===== src/hw/rtl/assert_macros.svh =====
// Assertion helpers shared by the RTL files.
`ifndef ASSERT_MACROS_SVH
`define ASSERT_MACROS_SVH

// Same-cycle implication, checked on the rising clock edge outside reset.
`define ASSERT_IMPLY(lbl, clk, rst, ante, cons, msg) \
   lbl: assert property (@(posedge clk) disable iff (rst) (ante) |-> (cons)) else $error(msg);

// Next-cycle implication, checked on the rising clock edge outside reset.
`define ASSERT_NEXT(lbl, clk, rst, ante, cons, msg) \
   lbl: assert property (@(posedge clk) disable iff (rst) (ante) |=> (cons)) else $error(msg);

`endif


===== src/hw/rtl/cbd_pkg.sv =====
package cbd_pkg;

   // Width of a parsed chunk size and of the decoded byte counter.
   localparam int SIZE_BITS  = 32;
   localparam int COUNT_BITS = 32;
   localparam int TOTAL_BITS = 32;

   // Characters that the size line and trailer look for.
   localparam logic [7:0] CHAR_CR    = 8'h0D;
   localparam logic [7:0] CHAR_LF    = 8'h0A;
   localparam logic [7:0] CHAR_SP    = 8'h20;
   localparam logic [7:0] CHAR_TAB   = 8'h09;
   localparam logic [7:0] CHAR_VT    = 8'h0B;
   localparam logic [7:0] CHAR_FF    = 8'h0C;
   localparam logic [7:0] CHAR_ZERO  = 8'h30;
   localparam logic [7:0] CHAR_NINE  = 8'h39;
   localparam logic [7:0] CHAR_LO_A  = 8'h61;
   localparam logic [7:0] CHAR_LO_F  = 8'h66;
   localparam logic [7:0] CHAR_UP_A  = 8'h41;
   localparam logic [7:0] CHAR_UP_F  = 8'h46;
   localparam logic [7:0] CHAR_LO_X  = 8'h78;
   localparam logic [7:0] CHAR_UP_X  = 8'h58;

   // Status codes reported with every result beat.
   localparam logic [1:0] STATUS_BUSY  = 2'd0;
   localparam logic [1:0] STATUS_DONE  = 2'd1;
   localparam logic [1:0] STATUS_ERROR = 2'd2;

   typedef struct packed {
      logic       is_hex;
      logic [3:0] value;
   } hex_type;

   typedef struct packed {
      logic                  payload_valid;
      logic [7:0]            payload_byte;
      logic [1:0]            status;
      logic [TOTAL_BITS-1:0] decoded_total;
   } cbd_result_type;

   // Classifies one byte as a hexadecimal digit and gives its value.
   function automatic hex_type hex_decode(input logic [7:0] b);
      hex_type h;
      h.is_hex = 1'b0;
      h.value  = 4'd0;
      if (b >= CHAR_ZERO && b <= CHAR_NINE) begin
         h.is_hex = 1'b1;
         h.value  = 4'(b - CHAR_ZERO);
      end else if (b >= CHAR_LO_A && b <= CHAR_LO_F) begin
         h.is_hex = 1'b1;
         h.value  = 4'(b - CHAR_LO_A + 8'd10);
      end else if (b >= CHAR_UP_A && b <= CHAR_UP_F) begin
         h.is_hex = 1'b1;
         h.value  = 4'(b - CHAR_UP_A + 8'd10);
      end
      return h;
   endfunction

   // White space that may lead a size line.
   function automatic logic is_space(input logic [7:0] b);
      return (b == CHAR_SP) || (b == CHAR_TAB) || (b == CHAR_LF) ||
             (b == CHAR_VT) || (b == CHAR_FF) || (b == CHAR_CR);
   endfunction

endpackage


===== src/hw/rtl/cbd_core.sv =====
`include "assert_macros.svh"

module cbd_core
   import cbd_pkg::*;
(
   input  logic           clock,
   input  logic           reset,
   input  logic           step_en,
   input  logic [7:0]     in_byte,
   output cbd_result_type result
);

   typedef enum logic [2:0] {
      PH_LEAD   = 3'd0,
      PH_NUM    = 3'd1,
      PH_TAIL   = 3'd2,
      PH_LINECR = 3'd3,
      PH_DATA   = 3'd4,
      PH_TRAIL  = 3'd5,
      PH_FINAL  = 3'd6,
      PH_ERR    = 3'd7
   } phase_type;

   // Meanings of the two-bit step register, which depend on the phase.
   localparam logic [1:0] PREFIX_NONE   = 2'd0;
   localparam logic [1:0] PREFIX_ZERO   = 2'd1;
   localparam logic [1:0] PREFIX_X      = 2'd2;
   localparam logic [1:0] PREFIX_DIGITS = 2'd3;
   localparam logic [1:0] TRAIL_WANT_CR = 2'd0;
   localparam logic [1:0] TRAIL_WANT_LF = 2'd1;
   localparam logic [1:0] FINAL_FIRST   = 2'd0;
   localparam logic [1:0] FINAL_SECOND  = 2'd1;

   phase_type              phase_ff, phase_in, size_phase;
   logic [SIZE_BITS-1:0]   chunk_ff, chunk_in;
   logic [1:0]             prefix_ff, prefix_in;
   logic [COUNT_BITS-1:0]  count_ff, count_in;
   logic                   size_en;
   logic                   pvalid;
   logic                   done;
   logic                   overflow;
   hex_type                hex;

   assign hex      = hex_decode(in_byte);
   assign overflow = (chunk_ff[SIZE_BITS-1 -: 4] != 4'd0);

   // Next state for one byte; size-line bytes share one decoder.
   always_comb begin
      phase_in   = phase_ff;
      chunk_in   = chunk_ff;
      prefix_in  = prefix_ff;
      count_in   = count_ff;
      pvalid     = 1'b0;
      done       = 1'b0;
      size_en    = 1'b0;
      size_phase = phase_ff;

      case (phase_ff)
         PH_LEAD, PH_NUM, PH_TAIL: begin
            size_en = 1'b1;
         end
         PH_LINECR: begin
            if (in_byte == CHAR_LF) begin
               if (prefix_ff == PREFIX_NONE) begin
                  phase_in = PH_ERR;
               end else if (chunk_ff == '0) begin
                  phase_in  = PH_FINAL;
                  prefix_in = FINAL_FIRST;
               end else begin
                  phase_in  = PH_DATA;
                  prefix_in = TRAIL_WANT_CR;
               end
            end else begin
               // A lone CR falls back into the line and this byte is parsed there.
               size_en    = 1'b1;
               size_phase = (prefix_ff == PREFIX_NONE) ? PH_LEAD : PH_TAIL;
               phase_in   = size_phase;
            end
         end
         PH_DATA: begin
            pvalid   = 1'b1;
            chunk_in = chunk_ff - 1'b1;
            if (count_ff != '1) begin
               count_in = count_ff + 1'b1;
            end
            if (chunk_ff == SIZE_BITS'(1)) begin
               phase_in  = PH_TRAIL;
               prefix_in = TRAIL_WANT_CR;
            end
         end
         PH_TRAIL: begin
            if (prefix_ff == TRAIL_WANT_CR) begin
               if (in_byte == CHAR_CR) begin
                  prefix_in = TRAIL_WANT_LF;
               end else begin
                  phase_in = PH_ERR;
               end
            end else if (in_byte == CHAR_LF) begin
               phase_in  = PH_LEAD;
               prefix_in = PREFIX_NONE;
               chunk_in  = '0;
            end else begin
               phase_in = PH_ERR;
            end
         end
         PH_FINAL: begin
            if (prefix_ff == FINAL_FIRST) begin
               prefix_in = FINAL_SECOND;
            end else begin
               done      = 1'b1;
               phase_in  = PH_LEAD;
               prefix_in = PREFIX_NONE;
               chunk_in  = '0;
            end
         end
         default: begin
            phase_in = PH_ERR;
         end
      endcase

      // Size-line byte: CR, lead, digits, or ignored tail text.
      if (size_en) begin
         if (in_byte == CHAR_CR) begin
            phase_in = PH_LINECR;
         end else begin
            case (size_phase)
               PH_LEAD: begin
                  if (is_space(in_byte)) begin
                     phase_in = PH_LEAD;
                  end else if (in_byte == CHAR_ZERO) begin
                     phase_in  = PH_NUM;
                     prefix_in = PREFIX_ZERO;
                     chunk_in  = '0;
                  end else if (hex.is_hex) begin
                     phase_in  = PH_NUM;
                     prefix_in = PREFIX_DIGITS;
                     chunk_in  = SIZE_BITS'(hex.value);
                  end else begin
                     phase_in = PH_ERR;
                  end
               end
               PH_NUM: begin
                  if (prefix_ff == PREFIX_ZERO &&
                      (in_byte == CHAR_LO_X || in_byte == CHAR_UP_X)) begin
                     prefix_in = PREFIX_X;
                  end else if (hex.is_hex) begin
                     if (overflow) begin
                        phase_in = PH_ERR;
                     end else begin
                        chunk_in  = {chunk_ff[SIZE_BITS-5:0], hex.value};
                        prefix_in = PREFIX_DIGITS;
                     end
                  end else begin
                     phase_in = PH_TAIL;
                  end
               end
               default: begin
                  // Text after the digits is skipped.
               end
            endcase
         end
      end
   end

   // Result fields for this byte; an error overrides the payload and status fields.
   always_comb begin
      result.decoded_total = TOTAL_BITS'(count_in);
      if (phase_in == PH_ERR) begin
         result.payload_valid = 1'b0;
         result.payload_byte  = 8'd0;
         result.status        = STATUS_ERROR;
      end else begin
         result.payload_valid = pvalid;
         result.payload_byte  = pvalid ? in_byte : 8'd0;
         result.status        = done ? STATUS_DONE : STATUS_BUSY;
      end
   end

   // Parser state.
   always_ff @(posedge clock) begin
      if (reset) begin
         phase_ff  <= PH_LEAD;
         chunk_ff  <= '0;
         prefix_ff <= PREFIX_NONE;
         count_ff  <= '0;
      end else if (step_en) begin
         phase_ff  <= phase_in;
         chunk_ff  <= chunk_in;
         prefix_ff <= prefix_in;
         count_ff  <= count_in;
      end
   end

   `ASSERT_NEXT(a_error_sticky, clock, reset, phase_ff == PH_ERR, phase_ff == PH_ERR, "error state left")
   `ASSERT_NEXT(a_count_hold, clock, reset, !step_en, count_ff == $past(count_ff), "count moved while idle")
   `ASSERT_IMPLY(a_payload_phase, clock, reset, step_en && result.payload_valid, phase_ff == PH_DATA, "payload outside data phase")

endmodule


===== src/hw/rtl/http_chunked_body_decoder.sv =====
// A byte accepted on req is held in the input register, then parsed into the result
// register, which presents its beat on rsp.
// Throughput: one byte per cycle while rsp is ready; a stalled result beat holds while
// one more byte waits in the input register; the per-byte parser update sets the cycle.
// Reset (synchronous, active high) empties both registers and returns the parser to the
// start of a size line with a zero byte count; errors stay until the next reset.
`include "assert_macros.svh"

module http_chunked_body_decoder
   import cbd_pkg::*;
(
   input  logic        clock,
   input  logic        reset,
   input  logic        req_tvalid,
   output logic        req_tready,
   input  logic [7:0]  req_tdata,   // [7:0] in_byte
   output logic        rsp_tvalid,
   input  logic        rsp_tready,
   output logic [39:0] rsp_tdata,   // [7:0] payload_byte, [39:8] decoded_total
   output logic [2:0]  rsp_tuser    // [0] payload_valid, [2:1] status
);

   logic           in_valid_ff, in_valid_in;
   logic [7:0]     in_byte_ff;
   logic           out_valid_ff, out_valid_in;
   cbd_result_type out_result_ff;
   cbd_result_type core_result;
   logic           advance;
   logic           step;
   logic           req_beat;

   // The output register frees when empty or when its beat is taken.
   assign advance    = !out_valid_ff || rsp_tready;
   assign step       = in_valid_ff && advance;
   assign req_tready = !in_valid_ff || advance;
   assign req_beat   = req_tvalid && req_tready;

   assign in_valid_in  = req_beat || (in_valid_ff && !advance);
   assign out_valid_in = step || (out_valid_ff && !rsp_tready);

   cbd_core u_core (
      .clock   (clock),
      .reset   (reset),
      .step_en (step),
      .in_byte (in_byte_ff),
      .result  (core_result)
   );

   // Input and result registers.
   always_ff @(posedge clock) begin
      if (reset) begin
         in_valid_ff  <= 1'b0;
         out_valid_ff <= 1'b0;
      end else begin
         in_valid_ff  <= in_valid_in;
         out_valid_ff <= out_valid_in;
      end
      if (req_beat) begin
         in_byte_ff <= req_tdata;
      end
      if (step) begin
         out_result_ff <= core_result;
      end
   end

   assign rsp_tvalid = out_valid_ff;
   assign rsp_tdata  = {out_result_ff.decoded_total, out_result_ff.payload_byte};
   assign rsp_tuser  = {out_result_ff.status, out_result_ff.payload_valid};

   `ASSERT_NEXT(a_input_held, clock, reset, in_valid_ff && !advance, in_valid_ff && $stable(in_byte_ff), "waiting byte lost")
   `ASSERT_NEXT(a_step_shows, clock, reset, step, rsp_tvalid, "processed byte gave no beat")
   `ASSERT_IMPLY(a_ready_when_empty, clock, reset, !in_valid_ff, req_tready, "empty input not ready")

endmodule

===== config.mk =====
export PLATFORM = sky130hd
export DESIGN_NAME = http_chunked_body_decoder
export DESIGN_NICKNAME = d
export VERILOG_FILES = /design/src/hw/rtl/cbd_pkg.sv /design/src/hw/rtl/cbd_core.sv /design/src/hw/rtl/http_chunked_body_decoder.sv
export VERILOG_INCLUDE_DIRS = /design/src /design/src/hw/rtl
export SDC_FILE = /design/constraint.sdc
export NUM_CORES = 1
export LEC_CHECK = 0
export ABC_AREA = 1
export BUFFER_PORTS_ARGS = -buffer_cell sky130_fd_sc_hd__buf_2
export CAP_MARGIN = 20
export CORE_UTILIZATION = 60
export CTS_CLUSTER_DIAMETER = 30
export DETAILED_ROUTE_END_ITERATION = 10
export GPL_TIMING_DRIVEN = 0
export PLACE_DENSITY = 0.83
export SETUP_SLACK_MARGIN = 0.05
export SLEW_MARGIN = 20
export SYNTH_ARGS = -nofsm -noshare
export SYNTH_HDL_FRONTEND = slang
export SYNTH_SLANG_ARGS = --single-unit

===== constraint.sdc =====
create_clock -name clock -period 2.9 [get_ports clock]
set_clock_uncertainty 0.05 [all_clocks]
set_input_delay 0.725 -clock clock [delete_from_list [all_inputs] [get_ports clock]]
set_output_delay 0.725 -clock clock [all_outputs]
set_load 0.005 [all_outputs]

==> results.yml, run 1 <==
outcome:
  outcome: "finished, final reports clean"
layout:
  drive_gt1_share_pct: 14.2
  nNetsFinal: 1164
  multi_input_area_sq_um: 3910
  stdcell_count: 1324
  area_growth_pct: 14.3
  regArea_sq_um: 2950
  antennaDiodeCount: 0
  fill_cells: 1031
  final_core_util_pct: 71.3
  fin_area_sq_um: 8710
sta:
  period_needed_ns: 2.55
  rsz0062_at_grt: "no"
  fmax_mhz: 393
  finalMaxSlewViolations: 0
  setup-violations-final: 0
  worst_slew_pin_slew_ns: 0.934
  finalSetupTns_ns: 0
  timing.final.crit_share_pct: 87.8
  final_hold_viol_count: 0
  fin_ws_ns: 0.354
  max-slew-margin-rel_pct: 37.1
clock_network:
  cts.sinks: 122
  clkLatencyLatePin_ns: 0.42
  max-clock-path-buffers: 2
  cts.hold.buffers_added: 0
  htree_levels: 4
  clkTransAtPathRegs_ns: 0.06
  numCtsBuffers: 17
  clockRootBuffer: "clkbuf_16"
  cts_tree: "yes"
  post-cts-setup-buffer-count: 0
logic_synthesis:
  ys_ff_latch: 122
  synth_area_leaders: "edfxtp_1 (20%), dfxtp_1 (19%), nand2_1 (10%), inv_1 (6.9%), a21oi_1 (6.6%)"
  syn_avg_cell_area_sq_um: 7.13
  syn_area_sq_um: 7620
  synthCells: 1068
  seq_area_frac_synth_pct: 38.8
  synth_top_area_share_pct: 20.1
  syn_nets: 1089
  yosys.cell_types.count: 47
  ys_warn_count: 0
  synth_top_area_cell: "edfxtp_1"
floorplanning:
  io_pins: 57
  initial_core_util_pct: 62.4
  core_sq_um: 12200
  die_area_sq_um: 13200
  die_x_um: 115
  rows: 40
  die_h_um: 115
global_route:
  grt_start_max_net_pins: 53
  grt_overflow: 0
  grt_pass1_wl_um: 33900
  first_global_vias: 6950
  antenna_found_initial: 0
  grt_usage_pct: 33.4
run:
  maxCapViolCount: 0
power_and_ir_drop:
  power.leakage_uw: 0.00381
  ir_drop_uv: 519
  p_per_area_nw_per_um2: 575
routing:
  drt_iter0_markers: 690
  wirelength_um: 20700
  vias: 7605
  drc: 0
  postRouteAntennaNets: 0
  routedWlPerCell_um: 15.7
  firstDrtPassIters: 6
  viasPerCell: 5.74
worst_setup_path:
  start_kind: "input port"
  critPathMaxFanout: 52
  end_kind: "flip-flop"
  critPathKind: "input port to flip-flop"
  cp-startpoint: "rsp_tready"
  r2r-start: "rsp_tvalid"
  worstPathArrival_ns: 2.82
  worstPathRequired_ns: 3.17
placed_design:
  placed_area_sq_um: 8110
  placedCellCount: 1292
  port_buffers: 56
  gp_congestion: 0.966
  dpl_worst_slack_ns: -0.423
  hpwl_um: 14600
hold_path:
  min_from: "in_valid_ff"
  hold_path_class: "flip-flop to flip-flop"
-- cell usage in the layout, fill, tap and decap left out, types with 6 or more instances in the layout --
cell and instances:
o211ai_1 6, ha_1 9, nand2_1 210, edfxtp_1 51, nand3_1 63, a31oi_1 7
a21oi_1 100, nor3_1 21, nor4_1 7, nor2_4 8, clkbuf_16 17, clkbuf_1 27
nor2_2 14, inv_1 141, o21ai_0 97, dfxtp_1 71, a22oi_1 9, xor2_1 21
nand4_1 16, nand2_2 17, nor2_1 104, buf_2 61, inv_2 11, o21ai_1 13
-- synth_stat cells (all sizes together) --
master,number
nor3b,1
a22oi,9
nor4,8
or2,1
inv,153
xor2,25
a211oi,1
o32ai,1
nor3,25
o21ai,111
o22ai,3
dfxtp,71
o41ai,1
o31ai,4
a21oi,101
xnor2,1
ha,9
clkbuf,22
nand2,230
nand3,65
o21bai,1
nand3b,1
edfxtp,51
nor2,128
a31oi,7
a21boi,1
nand4,17
o211ai,6
buf,14
-- power breakdown --
group	internal (uW)	total (uW)	switching, uW	leakage, uW
sequential	1900	1990	90.8	0.00108
combinational	259	845	587	0.00244
clock	1420	2170	747	0.000287
total	3580	5010	1420	0.00381
-- final cells by class --
type / instances / area share [%]
multi-input cells: 757 / 44.9
clock buffers: 22 / 5.10
flip-flops and latches: 122 / 33.9
repair buffers: 56 / 3.22
clock inverters: 10 / 1.72
plain buffers: 36 / 2.10
well taps: 168 / 2.41
inverters: 153 / 6.63
-- final timing paths --
kind                        end  cells after the start  slack (ns)
min reg2reg          rsp_tvalid                      2        0.42
max reg2reg  u_core.phase_ff[1]                      9        0.45
min                  rsp_tvalid                      2        0.42
max          u_core.phase_ff[1]                     11        0.35
-- registers in the layout, indices dropped and copies added (netlist names) --
signal	flops
rsp_tdata	40
u_core.chunk_ff	32
u_core.count_ff	32
in_byte_ff	8
rsp_tuser	3
u_core.phase_ff	3
u_core.prefix_ff	2
in_valid_ff	1
rsp_tvalid	1
-- cell families after synthesis --
logic type,after synthesis,synth area share [%]
and+or+nand+nor,476,29.2
AOI/OAI and AO/OA,246,17.2
buffers and inverters,189,9.94
DFF,122,38.8
xor gates and xnor gates,26,3.38
adders and majority gates,9,1.48
-- worst max-delay path, cell delays in order --
cell,delay [ns]
buf_2,0.08
inv_1,0.04
nand2_1,0.07
nand2_1,0.13
buf_2,0.24
inv_1,0.11
clkbuf_1,0.38
buf_4,0.64
nand4_1,0.22
nand2_1,0.09
inv_1,0.04
-- per-stage QoR --
stage / power [uW] / hold WS [ns]
6_report: 5010 / 0.420
5_1_grt: 5200 / 0.415
4_1_cts: 4990 / 0.420
3_5_place_dp: 2830 / 0.414
3_3_place_gp: 2820 / 0.411
2_1_floorplan: 2600 / 0.393
-- per-layer routing --
layer | global-route usage, % | share of wire, %
met2 | 56.1 | 47
met4 | 16.1 | 3.3
met5 | 0 | 0
met1 | 41.2 | 41
met3 | 6.67 | 7.9
-- repair_timing --
action	4_1_cts	5_1_grt
endpoints found under the hold margin	0	0
setup endpoints to repair	1	0
resized for setup	1	0
Power figures use the tool's default switching activity.
==> inputs of run 2 (changes only) <==
BUFFER_PORTS_ARGS = -buffer_cell sky130_fd_sc_hd__buf_4   (was -buffer_cell sky130_fd_sc_hd__buf_2)
==> run 2 against run 1 <==
  * Utilization is 0.66 points higher
  * Largest power group is now registers
  * Final cell count stayed put
  * Critical path type unchanged
  * Global-route usage is 0.13 points higher
  * Total power is 4.5% lower
  * Die area stayed put
  * Combinational power is 3.0% higher
  * Sequential power hardly changed
  * Non-clock buffer count stayed put
  * Worst setup slack worse by 0.0062 ns
  * Maximum frequency is 0.24% lower
==> results.yml, run 2 (synthesized netlist as in run 1, its figures left out) <==
outcome:
  outcome: "finished, final reports clean"
clock_network:
  numCtsBuffers: 17
  clkTransAtPathRegs_ns: 0.06
  cts_tree: "yes"
  max-clock-path-buffers: 2
  cts-resized-gates: 0
  clkLatencyLatePin_ns: 0.42
  clockRootBuffer: "clkbuf_16"
  cts.hold.buffers_added: 0
  post-cts-setup-buffer-count: 0
  htree_levels: 4
  cts.sinks: 122
sta:
  finalSetupTns_ns: 0
  worst_slew_pin_slew_ns: 0.880
  period_needed_ns: 2.55
  max-slew-margin-rel_pct: 40.8
  final_hold_viol_count: 0
  rsz0062_at_grt: "no"
  timing.final.crit_share_pct: 88.0
  setup-violations-final: 0
  fmax_mhz: 392
  holdWs_ns: 0.418
  fin_ws_ns: 0.348
  finalMaxSlewViolations: 0
layout:
  mostFrequentLayoutCells: "nand2_1 (210), inv_1 (141), nor2_1 (104)"
  drive_gt1_share_pct: 14.4
  area_growth_pct: 15.3
  fill_cells: 1014
  antennaDiodeCount: 0
  mostFrequentLayoutCell: "nand2_1"
  fin_area_sq_um: 8790
  nNetsFinal: 1164
  stdcell_count: 1324
  largest_register_ffs: 40
global_route:
  grt_overflow: 0
  antenna_found_initial: 0
  first_global_vias: 7075
  grt_pass1_wl_um: 34100
  grt_usage_pct: 33.6
  grt_start_max_net_pins: 53
placed_design:
  placed_area_sq_um: 8250
  placedCellCount: 1292
  port_buffers: 56
  dpl_worst_slack_ns: -0.351
  hpwl_um: 14600
  gp_congestion: 0.969
floorplanning:
  initial_core_util_pct: 62.4
  core_sq_um: 12200
  die_area_sq_um: 13200
  die_x_um: 115
  rows: 40
  die_h_um: 115
  io_pins: 57
routing:
  drt_iter0_markers: 873
  drc: 0
  wirelength_um: 20900
  vias: 7634
  postRouteAntennaNets: 0
  firstDrtPassIters: 6
  routedWlPerCell_um: 15.8
  viasPerCell: 5.77
worst_setup_path:
  critPathMaxFanout: 10
  end_kind: "flip-flop"
  critPathKind: "input port to flip-flop"
  worstPathArrival_ns: 2.83
  worstPathRequired_ns: 3.18
  r2r_cells: 11
  start_kind: "input port"
run:
  maxCapViolCount: 0
power_and_ir_drop:
  power.leakage_uw: 0.00383
  p_per_area_nw_per_um2: 545
  ir_drop_uv: 406
hold_path:
  hold_path_class: "flip-flop to flip-flop"
  min_path_cells: 2
## run 2: cell types whose count changed in the layout (fill, tap and decap cells not counted)
cell / before / now
bufinv_16: 4 / 1
clkinv_1: 2 / 0
buf_4: 3 / 59
clkinv_2: 3 / 7
clkbuf_1: 27 / 26
clkinvlp_4: 1 / 2
clkbuf_8: 0 / 1
buf_2: 61 / 5
## run 2: layer usage
layer | GRT usage (%) | part of all wire [%] | vias up
met5 | 0 | 0 | -
met4 | 16.7 | 3.2 | 0
met3 | 6.41 | 7.8 | 66
met2 | 56.1 | 48 | 404
met1 | 41.5 | 41 | 3474
li1 | - | - | 3690
## run 2: stage by stage
stage / utilization, % / power (uW)
finish: 71.9 / 4790
global placement: 67.6 / 2840
floorplan: - / 2600
global route: 71.9 / 4980
CTS: 71.9 / 4770
detailed placement: 67.6 / 2860
## run 2: critical path, stage by stage
cell and delay (ns):
buf_4 0.11, inv_1 0.06, nand2_1 0.06, nand2_1 0.13, buf_2 0.27, clkbuf_1 0.56
clkbuf_1 0.53, nand2_1 0.14, a31oi_1 0.24
## run 2: layout make-up
class / instances / area (sq um) / area share [%]
Inverter: 153 / 577 / 6.57
Sequential cell: 122 / 2950 / 33.6
Timing Repair Buffer: 56 / 420 / 4.78
Tap cell: 168 / 210 / 2.39
Clock inverter: 10 / 80.1 / 0.911
Multi-Input combinational cell: 757 / 3910 / 44.5
Clock buffer: 22 / 454 / 5.17
Buffer: 36 / 183 / 2.08
## run 2: power breakdown
part	switching, uW	internal (uW)	total [uW]
Combinational	591	279	870
Clock	737	1190	1920
Sequential	91.9	1900	1990
Total	1420	3370	4790
## run 2: path summary, 6_finish.rpt
check	start	to	slack [ns]
max	rsp_tready	u_core.chunk_ff[8]	0.35
min	in_valid_ff	rsp_tvalid	0.42
max reg2reg	in_byte_ff[1]	u_core.chunk_ff[8]	0.43
min reg2reg	in_valid_ff	rsp_tvalid	0.42
